===== src/sv/kda_pkg.sv =====
// Shared types, mode codes, register indexes and helpers for the key debounce engine.
package kda_pkg;

    localparam int TICK_W = 10;
    localparam int MODE_W = 3;
    localparam int CFG_AW = 3;

    localparam logic [MODE_W-1:0] MODE_UP    = 3'd0;
    localparam logic [MODE_W-1:0] MODE_PDB   = 3'd1;
    localparam logic [MODE_W-1:0] MODE_STEP  = 3'd2;
    localparam logic [MODE_W-1:0] MODE_ACC   = 3'd3;
    localparam logic [MODE_W-1:0] MODE_TURBO = 3'd4;
    localparam logic [MODE_W-1:0] MODE_RDB   = 3'd5;

    localparam logic [CFG_AW-1:0] REG_PRESS_DB   = 3'd0;
    localparam logic [CFG_AW-1:0] REG_STEP_HOLD  = 3'd1;
    localparam logic [CFG_AW-1:0] REG_ACCEL_HOLD = 3'd2;
    localparam logic [CFG_AW-1:0] REG_RELEASE_DB = 3'd3;
    localparam logic [CFG_AW-1:0] REG_ACCEL_REP  = 3'd4;
    localparam logic [CFG_AW-1:0] REG_TURBO_REP  = 3'd5;

    localparam logic [TICK_W-1:0] RST_PRESS_DB   = 10'd4;
    localparam logic [TICK_W-1:0] RST_STEP_HOLD  = 10'd120;
    localparam logic [TICK_W-1:0] RST_ACCEL_HOLD = 10'd360;
    localparam logic [TICK_W-1:0] RST_RELEASE_DB = 10'd3;
    localparam logic [TICK_W-1:0] RST_ACCEL_REP  = 10'd12;
    localparam logic [TICK_W-1:0] RST_TURBO_REP  = 10'd1;

    typedef struct packed {
        logic [MODE_W-1:0] mode;
        logic [TICK_W-1:0] hold_count;
        logic              hold_expired;
        logic [TICK_W-1:0] repeat_count;
        logic              repeat_expired;
    } key_state_t;

    typedef struct packed {
        logic [TICK_W-1:0] press_db;
        logic [TICK_W-1:0] step_hold;
        logic [TICK_W-1:0] accel_hold;
        logic [TICK_W-1:0] release_db;
        logic [TICK_W-1:0] accel_rep;
        logic [TICK_W-1:0] turbo_rep;
    } cfg_t;

    typedef struct packed {
        key_state_t state;
        logic       step_event;
    } key_update_t;

    function automatic logic [TICK_W-1:0] load_val(input logic [TICK_W-1:0] n);
        load_val = (n == '0) ? TICK_W'(1) : n;
    endfunction

endpackage


===== src/sv/key_debounce_autorepeat.sv =====
// Top level: per-key debounce and accelerating auto-repeat engine with stream ports.
//
// Each input word is one tick for one key (key_select, key_down); each tick yields
// exactly one result word (step_event, key_mode_out) with the key's new mode. Ticks
// are accepted one per cycle while the output is not stalled, back to back, including
// repeated ticks for the same key: a word waits in the input register, the key's state
// is read, updated and written back by one pass of the next-state logic, and the result
// is written into the output register once that register can take it. Throughput is one
// word per cycle while the output is not stalled, set by the single read-modify-write
// of the per-key state registers.
// A key_select at or beyond KEYS gives a zero result and changes nothing. Configuration
// writes take effect at once and are meant for idle periods; index 6 and 7 are ignored.
module key_debounce_autorepeat
    import kda_pkg::*;
#(
    parameter int KEYS = 5
) (
    input  logic              aclk,
    input  logic              aresetn,
    input  logic              s_tvalid,
    output logic              s_tready,
    input  logic [7:0]        s_tdata,   // [2:0] key_select, [3] key_down, [7:4] zero
    output logic              m_tvalid,
    input  logic              m_tready,
    output logic [7:0]        m_tdata,   // [0] step_event, [3:1] key_mode_out, [7:4] zero
    input  logic              cfg_wen,
    input  logic [CFG_AW-1:0] cfg_addr,
    input  logic [TICK_W-1:0] cfg_wdata
);

    localparam int KW = (KEYS > 1) ? $clog2(KEYS) : 1;

    cfg_t              cfg_reg;
    key_state_t        st_reg [KEYS];

    logic              in_valid_reg;
    logic [2:0]        key_reg;
    logic              down_reg;
    logic              out_valid_reg;
    logic              step_reg;
    logic [MODE_W-1:0] mode_reg;

    logic              advance;
    logic              key_in_range;
    logic [KW+2:0]     key_wide;
    logic [KW-1:0]     key_idx;
    key_state_t        cur_state;
    key_update_t       upd;
    logic              step_next;
    logic [MODE_W-1:0] mode_next;

    assign advance      = in_valid_reg && (!out_valid_reg || m_tready);
    assign s_tready     = !in_valid_reg || advance;
    assign key_in_range = {2'b00, key_reg} < 5'(KEYS);
    assign key_wide     = {{KW{1'b0}}, key_reg};
    assign key_idx      = key_wide[KW-1:0];
    assign cur_state    = key_in_range ? st_reg[key_idx] : '0;

    kda_key_fsm u_fsm (
        .cur      (cur_state),
        .key_down (down_reg),
        .cfg      (cfg_reg),
        .upd      (upd)
    );

    assign step_next = key_in_range ? upd.step_event : 1'b0;
    assign mode_next = key_in_range ? upd.state.mode : MODE_UP;

    always_ff @(posedge aclk) begin
        if (!aresetn) begin
            cfg_reg.press_db   <= RST_PRESS_DB;
            cfg_reg.step_hold  <= RST_STEP_HOLD;
            cfg_reg.accel_hold <= RST_ACCEL_HOLD;
            cfg_reg.release_db <= RST_RELEASE_DB;
            cfg_reg.accel_rep  <= RST_ACCEL_REP;
            cfg_reg.turbo_rep  <= RST_TURBO_REP;
        end else if (cfg_wen) begin
            case (cfg_addr)
                REG_PRESS_DB:   cfg_reg.press_db   <= cfg_wdata;
                REG_STEP_HOLD:  cfg_reg.step_hold  <= cfg_wdata;
                REG_ACCEL_HOLD: cfg_reg.accel_hold <= cfg_wdata;
                REG_RELEASE_DB: cfg_reg.release_db <= cfg_wdata;
                REG_ACCEL_REP:  cfg_reg.accel_rep  <= cfg_wdata;
                REG_TURBO_REP:  cfg_reg.turbo_rep  <= cfg_wdata;
                default: begin
                end
            endcase
        end
    end

    always_ff @(posedge aclk) begin
        if (!aresetn) begin
            for (int k = 0; k < KEYS; k++) begin
                st_reg[k] <= '0;
            end
        end else if (advance && key_in_range) begin
            st_reg[key_idx] <= upd.state;
        end
    end

    always_ff @(posedge aclk) begin
        if (!aresetn) begin
            in_valid_reg  <= 1'b0;
            out_valid_reg <= 1'b0;
        end else begin
            if (s_tready) begin
                in_valid_reg <= s_tvalid;
            end
            if (advance) begin
                out_valid_reg <= 1'b1;
            end else if (m_tready) begin
                out_valid_reg <= 1'b0;
            end
        end
    end

    always_ff @(posedge aclk) begin
        if (s_tready && s_tvalid) begin
            key_reg  <= s_tdata[2:0];
            down_reg <= s_tdata[3];
        end
        if (advance) begin
            step_reg <= step_next;
            mode_reg <= mode_next;
        end
    end

    assign m_tvalid = out_valid_reg;
    assign m_tdata  = {4'b0000, mode_reg, step_reg};

    a_range_zero: assert property (@(posedge aclk) disable iff (!aresetn)
        (advance && !key_in_range) |=> (m_tvalid && !m_tdata[0] && m_tdata[3:1] == MODE_UP))
        else $error("out-of-range key gave a nonzero result");

    a_step_mode: assert property (@(posedge aclk) disable iff (!aresetn)
        (m_tvalid && m_tdata[0]) |-> (m_tdata[3:1] == MODE_STEP || m_tdata[3:1] == MODE_ACC
                                      || m_tdata[3:1] == MODE_TURBO))
        else $error("step pulse with a mode that cannot step");

    a_hold_word: assert property (@(posedge aclk) disable iff (!aresetn)
        (in_valid_reg && !advance) |=> (in_valid_reg && $stable(key_reg) && $stable(down_reg)))
        else $error("pending input word lost while output stalled");

    a_legal_mode: assert property (@(posedge aclk) disable iff (!aresetn)
        advance |=> (m_tdata[3:1] == MODE_UP || m_tdata[3:1] == MODE_PDB
                     || m_tdata[3:1] == MODE_STEP || m_tdata[3:1] == MODE_ACC
                     || m_tdata[3:1] == MODE_TURBO || m_tdata[3:1] == MODE_RDB))
        else $error("result mode outside the legal set");

endmodule


===== src/sv/kda_key_fsm.sv =====
// Next-state rule for one key: timer countdown, mode transitions and step pulse.
module kda_key_fsm
    import kda_pkg::*;
(
    input  key_state_t  cur,
    input  logic        key_down,
    input  cfg_t        cfg,
    output key_update_t upd
);

    logic [TICK_W-1:0] hc;
    logic              hf;
    logic [TICK_W-1:0] rc;
    logic              rf;
    logic [MODE_W-1:0] mode;
    logic              step;
    logic              take_h;
    logic              take_r;

    always_comb begin
        hc     = cur.hold_count;
        hf     = cur.hold_expired;
        rc     = cur.repeat_count;
        rf     = cur.repeat_expired;
        mode   = cur.mode;
        step   = 1'b0;
        take_h = 1'b0;
        take_r = 1'b0;

        // count down both timers
        if (hc != '0) begin
            hc = hc - TICK_W'(1);
            if (hc == '0) begin
                hf = 1'b1;
            end
        end
        if (rc != '0) begin
            rc = rc - TICK_W'(1);
            if (rc == '0) begin
                rf = 1'b1;
            end
        end

        case (mode)
            MODE_UP: begin
                if (key_down) begin
                    rf   = 1'b0;
                    hc   = load_val(cfg.press_db);
                    hf   = 1'b0;
                    mode = MODE_PDB;
                end
            end
            MODE_PDB: begin
                take_h = hf;
                hf     = 1'b0;
                if (take_h) begin
                    if (key_down) begin
                        rf   = 1'b0;
                        hc   = load_val(cfg.step_hold);
                        step = 1'b1;
                        mode = MODE_STEP;
                    end else begin
                        mode = MODE_UP;
                    end
                end
            end
            MODE_STEP, MODE_ACC, MODE_TURBO: begin
                if (!key_down) begin
                    rf   = 1'b0;
                    hc   = load_val(cfg.release_db);
                    hf   = 1'b0;
                    mode = MODE_RDB;
                end else if (mode == MODE_STEP) begin
                    take_h = hf;
                    hf     = 1'b0;
                    if (take_h) begin
                        rc   = load_val(cfg.accel_rep);
                        rf   = 1'b0;
                        hc   = load_val(cfg.accel_hold);
                        step = 1'b1;
                        mode = MODE_ACC;
                    end
                end else if (mode == MODE_ACC) begin
                    take_r = rf;
                    rf     = 1'b0;
                    if (take_r) begin
                        rc   = load_val(cfg.accel_rep);
                        step = 1'b1;
                    end
                    take_h = hf;
                    hf     = 1'b0;
                    if (take_h) begin
                        rc   = load_val(cfg.turbo_rep);
                        step = 1'b1;
                        mode = MODE_TURBO;
                    end
                end else begin
                    take_r = rf;
                    rf     = 1'b0;
                    if (take_r) begin
                        rc   = load_val(cfg.turbo_rep);
                        step = 1'b1;
                    end
                end
            end
            MODE_RDB: begin
                take_h = hf;
                hf     = 1'b0;
                if (take_h) begin
                    mode = MODE_UP;
                end
            end
            default: begin
                rf   = 1'b0;
                hf   = 1'b0;
                mode = MODE_UP;
            end
        endcase

        upd.state.mode           = mode;
        upd.state.hold_count     = hc;
        upd.state.hold_expired   = hf;
        upd.state.repeat_count   = rc;
        upd.state.repeat_expired = rf;
        upd.step_event           = step;
    end

endmodule

===== config.mk =====
export PLATFORM = sky130hd
export DESIGN_NAME = key_debounce_autorepeat
export DESIGN_NICKNAME = d
export VERILOG_FILES = /design/src/sv/kda_pkg.sv /design/src/sv/key_debounce_autorepeat.sv /design/src/sv/kda_key_fsm.sv
export SDC_FILE = /design/constraint.sdc
export NUM_CORES = 1
export LEC_CHECK = 0
export ABC_CLOCK_PERIOD_IN_PS = 5800
export BUFFER_PORTS_ARGS = -buffer_cell sky130_fd_sc_hd__buf_2
export CAP_MARGIN = 15
export CORE_ASPECT_RATIO = 2
export CORE_MARGIN = 2
export CORE_UTILIZATION = 23
export CTS_CLUSTER_DIAMETER = 100
export DETAILED_ROUTE_END_ITERATION = 8
export GPL_TIMING_DRIVEN = 1
export PLACE_DENSITY_LB_ADDON = 0.08
export SYNTH_ARGS = -nofsm -noshare
export SYNTH_HDL_FRONTEND = slang
export SYNTH_SLANG_ARGS = --single-unit

===== constraint.sdc =====
create_clock -name aclk -period 5.8 [get_ports aclk]
set_input_delay 1.16 -clock aclk [delete_from_list [all_inputs] [get_ports aclk]]
set_output_delay 1.16 -clock aclk [all_outputs]
set_load 0.05 [all_outputs]

==> flow_summary.json, run 1 <==
{
  "critPathLaunchType": "register",
  "diodes": 0,
  "clockRootBuffer": "clkbuf_16",
  "finalSetupViolCount": 0,
  "antenna_found_initial": 1,
  "nets": 1479,
  "avgSynthCellArea_um2": 10.85,
  "utilization": 0.2689,
  "cp_common_cell": "nor3_1",
  "max_slew.worst_pin.slew_ns": 1.169,
  "required_ns": 6.07,
  "ys_seq_area_frac": 0.5223,
  "power.density_mw_per_mm2": 322.7,
  "setup_tns_ns": 0,
  "grt_max_degree": 35,
  "grt_pass1_vias": 11763,
  "cts.htree.levels": 1,
  "drive_gt1_frac": 0.1458,
  "start_util": 0.2313,
  "layout.cells.most_common": "nand2_1",
  "grt_setup_unrepaired": "no",
  "p_leak_nw": 5.893,
  "dr.pass1.iters": 5,
  "drc": 0,
  "cts.clk_slew.worst_paths_ns": 0.06,
  "crit_slowest_cell": "mux4_1",
  "crit_fanout": 19,
  "r2r_cells": 13,
  "vias": 11404,
  "fin_crit_ns": 5.250,
  "globalRouteMet3Util": 0.02077,
  "layout_common_cells": "nand2_1, edfxtp_1, a21oi_1",
  "cts_tree": "built",
  "cts_buffers": 29,
  "cp_num_buf_inv": 2,
  "fin_worst_skew_ns": 0.03368,
  "ys_seq_elements": 273,
  "place.gp.congestion": 0.8435,
  "async_flop_share": 0,
  "grt_use_total": 0.1704,
  "status": "completed",
  "die_h_um": 358.5,
  "port_buffers": 27,
  "busiest_layer": "met2",
  "drt-total-wl_mm": 55.11,
  "ys.flop_type": "edfxtp_1",
  "crit_arrival_ns": 5.52,
  "vias_per_cell": 5.046,
  "max_freq_mhz": 190.5,
  "crit_family": "compound AO/OA/AOI/OAI gates",
  "ys_warn_count": 0,
  "holdBufCountCts": 0,
  "slew_headroom": 0.2150,
  "cts_max_path_buffers": 3,
  "largest_reg_flops": 200,
  "core_mm2": 0.06246,
  "dp_hpwl_mm": 38.76,
  "ys_types": 87,
  "globalRoute.totalOverflow": 0,
  "worst-setup-path-type": "reg2reg",
  "wl_per_cell_um": 24.39,
  "drtIter0Drc": 745,
  "peakVddDrop_uv": 224.7,
  "synth.cell_area_mm2": 0.01445,
  "hold_depth": 2,
  "die-area_mm2": 0.06496,
  "finalHoldViolations": 0,
  "clock_sinks": 273,
  "grt_use_met2": 0.3065,
  "path_depth": 13,
  "finalMaxSlewViolations": 0,
  "min_period_over_period": 0.9052,
  "drv_cap": 0,
  "path_cells": "mux4_1, nand2_1, a21oi_1, inv_1, ha_1, o221ai_1, xor2_1, a311o_1, o31a_1, buf_4, nor3_1, nor3_1, o21ai_0",
  "grt_util_met1": 0.2024,
  "antenna_left": 0,
  "clock_latency_ns": 0.59,
  "synth-edff-count": 208,
  "max_stage_delay_ns": 0.70,
  "num_rows": 130,
  "io_pins": 36,
  "netlist_instances": 1332,
  "area_growth_pct": 16.25,
  "die_x_um": 181.2,
  "crit_path_end_kind": "register",
  "grt_pass1_wl_mm": 81.01,
  "hp-class": "reg2reg"
}
worst reg2reg max path, cell delays in order (launching register included):
cell	delay, ns
dfxtp_4	0.67
mux4_1	0.73
nand2_1	0.10
a21oi_1	0.12
inv_1	0.14
ha_1	0.31
o221ai_1	0.24
xor2_1	0.31
a311o_1	0.29
o31a_1	0.70
buf_4	0.35
nor3_1	0.09
nor3_1	0.54
o21ai_0	0.33
final timing paths:
path | to | from | slack [ns]
min reg2reg | cfg_reg[40] | cfg_reg[40] | 0.47
min | cfg_reg[40] | cfg_reg[40] | 0.47
max | st_reg[5][12] | register | 0.55
max reg2reg | st_reg[5][12] | register | 0.55
cells in the mapped netlist (all sizes together) (4+ instances only):
cell type | count | area share
a21oi | 88 | 0.031
mux2 | 9 | 0.0070
edfxtp | 208 | 0.43
nor4b | 5 | 0.0030
or4 | 9 | 0.0049
buf | 37 | 0.017
nor2b | 9 | 0.0039
a211oi | 26 | 0.014
o221ai | 4 | 0.0024
a31o | 9 | 0.0055
a21o | 6 | 0.0031
and2 | 9 | 0.0039
nand3b | 5 | 0.0026
nand2b | 5 | 0.0022
a221oi | 7 | 0.0047
o21ai | 48 | 0.017
a22oi | 11 | 0.0057
mux2i | 55 | 0.039
a22o | 4 | 0.0024
clkbuf | 51 | 0.013
a21boi | 48 | 0.025
or3 | 5 | 0.0022
nor3 | 49 | 0.017
nand2 | 216 | 0.056
o211ai | 6 | 0.0031
ha | 5 | 0.0043
nor2 | 71 | 0.019
mux4 | 36 | 0.056
or2 | 4 | 0.0017
inv | 16 | 0.0042
xnor2 | 5 | 0.0030
o22ai | 4 | 0.0017
a311oi | 6 | 0.0058
nand3 | 42 | 0.015
and3 | 14 | 0.0061
o31ai | 21 | 0.013
nand4 | 11 | 0.0048
nor4 | 16 | 0.0074
a2111oi | 5 | 0.0043
o311ai | 6 | 0.0042
a31oi | 34 | 0.015
dfxtp | 65 | 0.090
where the power goes:
part	total (mW)	internal [mW]	leakage (nW)	switching, mW
registers	2.39	2.31	2.65	0.0756
clock network	1.70	0.916	0.402	0.789
logic	1.32	0.423	2.84	0.901
area by class of cell:
cell class / count / area [um2]
multi-input combinational: 1033 / 6709
sequential: 273 / 7555
inverter: 16 / 60.06
clock inverter: 11 / 56.30
clock buffer: 40 / 767.0
fill: 6696 / 45660
tap: 792 / 991.0
timing repair buffer: 95 / 658.1
timing repair:
item                       in CTS  in global routing
gates resized for setup         0                  1
setup endpoints to repair       0                 14
buffers inserted                0                  0
logic make-up (layout without fill, tap and decap cells):
logic type | count (synthesis) | after routing | synth area share
AND/OR/NAND/NOR | 478 | 478 | 0.1545
AO/OA/AOI/OAI | 365 | 365 | 0.1786
flip-flops | 273 | 273 | 0.5223
buffers and inverters | 104 | 162 | 0.03438
multiplexers | 100 | 100 | 0.1020
XOR/XNOR | 6 | 6 | 0.003637
adder cells (fa/ha/maj) | 5 | 5 | 0.004330
other | 1 | 79 | 0.0002595
metal layers:
metal / routed length, um / vias to the layer above / share of wire
met1: 22680 / 5710 / 0.41
li1: - / 5287 / -
met2: 27720 / 301 / 0.50
met3: 2072 / 104 / 0.038
met5: 19 / - / 0.00034
met4: 2621 / 2 / 0.048
through the flow:
stage	power [mW]	area (um2)	setup WS (ns)	instances	hold WS (ns)
final	5.420	16800	0.5500	2260	0.4683
after CTS	5.497	16790	0.2754	2260	0.4691
after floorplan	3.249	14740	1.474	1410	0.4403
after detailed placement	3.754	15970	0.3017	2209	0.4605
after global placement	3.738	15970	0.2990	2209	0.4573
after global routing	5.698	16800	0.1695	2260	0.4831
(Power assumes the default switching activity.)
==> run 2: changes to the inputs <==
--- a/config.mk
+++ b/config.mk
@@ -15,6 +15,7 @@
 export DETAILED_ROUTE_END_ITERATION = 8
 export GPL_TIMING_DRIVEN = 1
 export PLACE_DENSITY_LB_ADDON = 0.08
+export RECOVER_POWER = 50
 export SYNTH_ARGS = -nofsm -noshare
 export SYNTH_HDL_FRONTEND = slang
 export SYNTH_SLANG_ARGS = --single-unit
==> run 2 against run 1 <==
The flow now finishes with violations (max-capacitance violations, max-slew violations); sequential share of layout area increased by 0.15 points; largest cell class unchanged; setup slack improved by 0.015 ns; core utilization is 0.090 points lower; clock power is essentially flat; final area shrank 0.34%; routed wire length down 0.11%; fmax is 0.29% higher; combinational power about the same; die area unchanged; critical path type unchanged.
==> flow_summary.json, run 2 (synthesis gave the netlist of run 1 again) <==
{
  "setup_tns_ns": 0,
  "fin_area_mm2": 0.01674,
  "drt-total-wl_mm": 55.05,
  "crit_slowest_cell": "mux4_1",
  "layout_common_cells": "nand2_1, edfxtp_1, a21oi_1",
  "worst-setup-path-type": "reg2reg",
  "dr.pass1.iters": 6,
  "max_freq_mhz": 191.0,
  "cts_tree": "built",
  "fin_crit_ns": 5.235,
  "layout.cells.most_common": "nand2_1",
  "clock_sinks": 273,
  "num_rows": 130,
  "drive_gt1_frac": 0.1322,
  "port_buffers": 27,
  "postCtsSetupBuffers": 0,
  "final_cell_count_no_fill": 2260,
  "cts_buffers": 29,
  "power.total_mw": 5.415,
  "utilization": 0.2680,
  "dp_slack_ns": 0.3017,
  "holdWs_ns": 0.4698,
  "die-area_mm2": 0.06496,
  "fin_worst_skew_ns": 0.03029,
  "cts.clk_slew.worst_paths_ns": 0.06,
  "wl_per_cell_um": 24.36,
  "area_growth_pct": 15.86,
  "vias": 11400,
  "io_pins": 36,
  "cts.htree.levels": 1,
  "layout_setup_ws_ns": 0.5653,
  "crit_fanout": 19,
  "hp-class": "reg2reg",
  "dpl.cell_count": 2209,
  "clockRootBuffer": "clkbuf_16",
  "globalRoute.totalOverflow": 0,
  "holdBufCountCts": 0,
  "core_mm2": 0.06246,
  "clock_latency_ns": 0.59,
  "largest_reg_flops": 200,
  "place.gp.congestion": 0.8435,
  "max_slew.worst_pin.slew_ns": 2.527,
  "placed_area_mm2": 0.01597,
  "diodes": 0,
  "drv_cap": 5,
  "dp_hpwl_mm": 38.76,
  "grt_pass1_wl_mm": 81.01,
  "grt_max_degree": 35,
  "die_x_um": 181.2,
  "grt_pass1_vias": 11763,
  "drtIter0Drc": 807,
  "p_leak_nw": 5.831,
  "max_stage_delay_ns": 0.71,
  "start_util": 0.2313,
  "nets": 1479,
  "cp_common_cell": "nor3_1",
  "reg2reg_slack_ns": 0.57,
  "cts_max_path_buffers": 3,
  "vias_per_cell": 5.044,
  "grt_setup_unrepaired": "no",
  "grt_use_total": 0.1704,
  "path_cells": "mux4_1, nand2_1, a21oi_1, inv_1, ha_1, o221ai_1, xor2_1, a311o_1, o31a_1, buf_4, nor3_1, nor3_1, o21ai_0",
  "drc": 0,
  "finalMaxSlewViolations": 115,
  "min_period_over_period": 0.9025,
  "slew_headroom": -0.6847,
  "crit_arrival_ns": 5.51,
  "peakVddDrop_uv": 222.7,
  "cp_num_buf_inv": 2,
  "finalSetupViolCount": 0,
  "die_h_um": 358.5,
  "antenna_found_initial": 1,
  "antenna_left": 0,
  "status": "complete, but fails checks",
  "required_ns": 6.07,
  "finalHoldViolations": 0,
  "power.density_mw_per_mm2": 323.5,
  "violations": "max-capacitance violations, max-slew violations",
  "crit_family": "compound AO/OA/AOI/OAI gates",
  "critPathLaunchType": "register",
  "crit_path_end_kind": "register"
}
-- run 2: changes by cell type in the layout (fill, tap and decap cells not counted) --
cell      before  now
clkbuf_2       0    4
buf_4         67   56
nor3_2         2    1
nor3_1        47   48
buf_2         27   15
clkbuf_1      11   30
and2_1         9    8
and2_0         0    1
-- run 2: repair_timing --
action,CTS,global route
hold endpoints to repair,0,0
gates resized for setup,0,1
setup endpoints to repair,0,14
-- run 2: area by class of cell --
| class | instances | area, um2 |
|---|---|---|
| flip-flops and latches | 273 | 7555 |
| fillers | 6710 | 45720 |
| repair buffers | 95 | 606.8 |
| multi-input cells | 1033 | 6704 |
| inverters | 16 | 60.06 |
| well taps | 792 | 991.0 |
| clock buffers | 40 | 767.0 |
| clock inverters | 11 | 56.30 |
-- run 2: routing by layer --
layer  share of wire  GRT usage
met1            0.41     0.2024
met2            0.50     0.3065
met3           0.040    0.02077
met4           0.047    0.07724
met5         0.00024          0
-- run 2: path summary, 6_finish.rpt --
path                    start             to  depth (start not counted)
setup / recovery     register  st_reg[7][12]                         13
hold / removal    cfg_reg[40]    cfg_reg[40]                          2
setup reg to reg     register  st_reg[7][12]                         13
hold reg to reg   cfg_reg[40]    cfg_reg[40]                          2
-- run 2: worst register-to-register path: cells and delay by family, from the launching register on --
| family | cells | cell delay [ns] |
|---|---|---|
| AO/OA/AOI/OAI | 5 | 1.65 |
| AND/OR/NAND/NOR | 3 | 0.73 |
| XOR/XNOR | 1 | 0.32 |
| multiplexers | 1 | 0.74 |
| buffers and inverters | 2 | 0.49 |
| flip-flops | 1 | 0.67 |
| adder cells (fa/ha/maj) | 1 | 0.31 |
-- run 2: power by group --
group / switching [mW] / internal, mW / leakage, nW
Sequential: 0.0759 / 2.32 / 2.65
Combinational: 0.898 / 0.420 / 2.78
Clock: 0.788 / 0.916 / 0.402
Total: 1.76 / 3.65 / 5.83
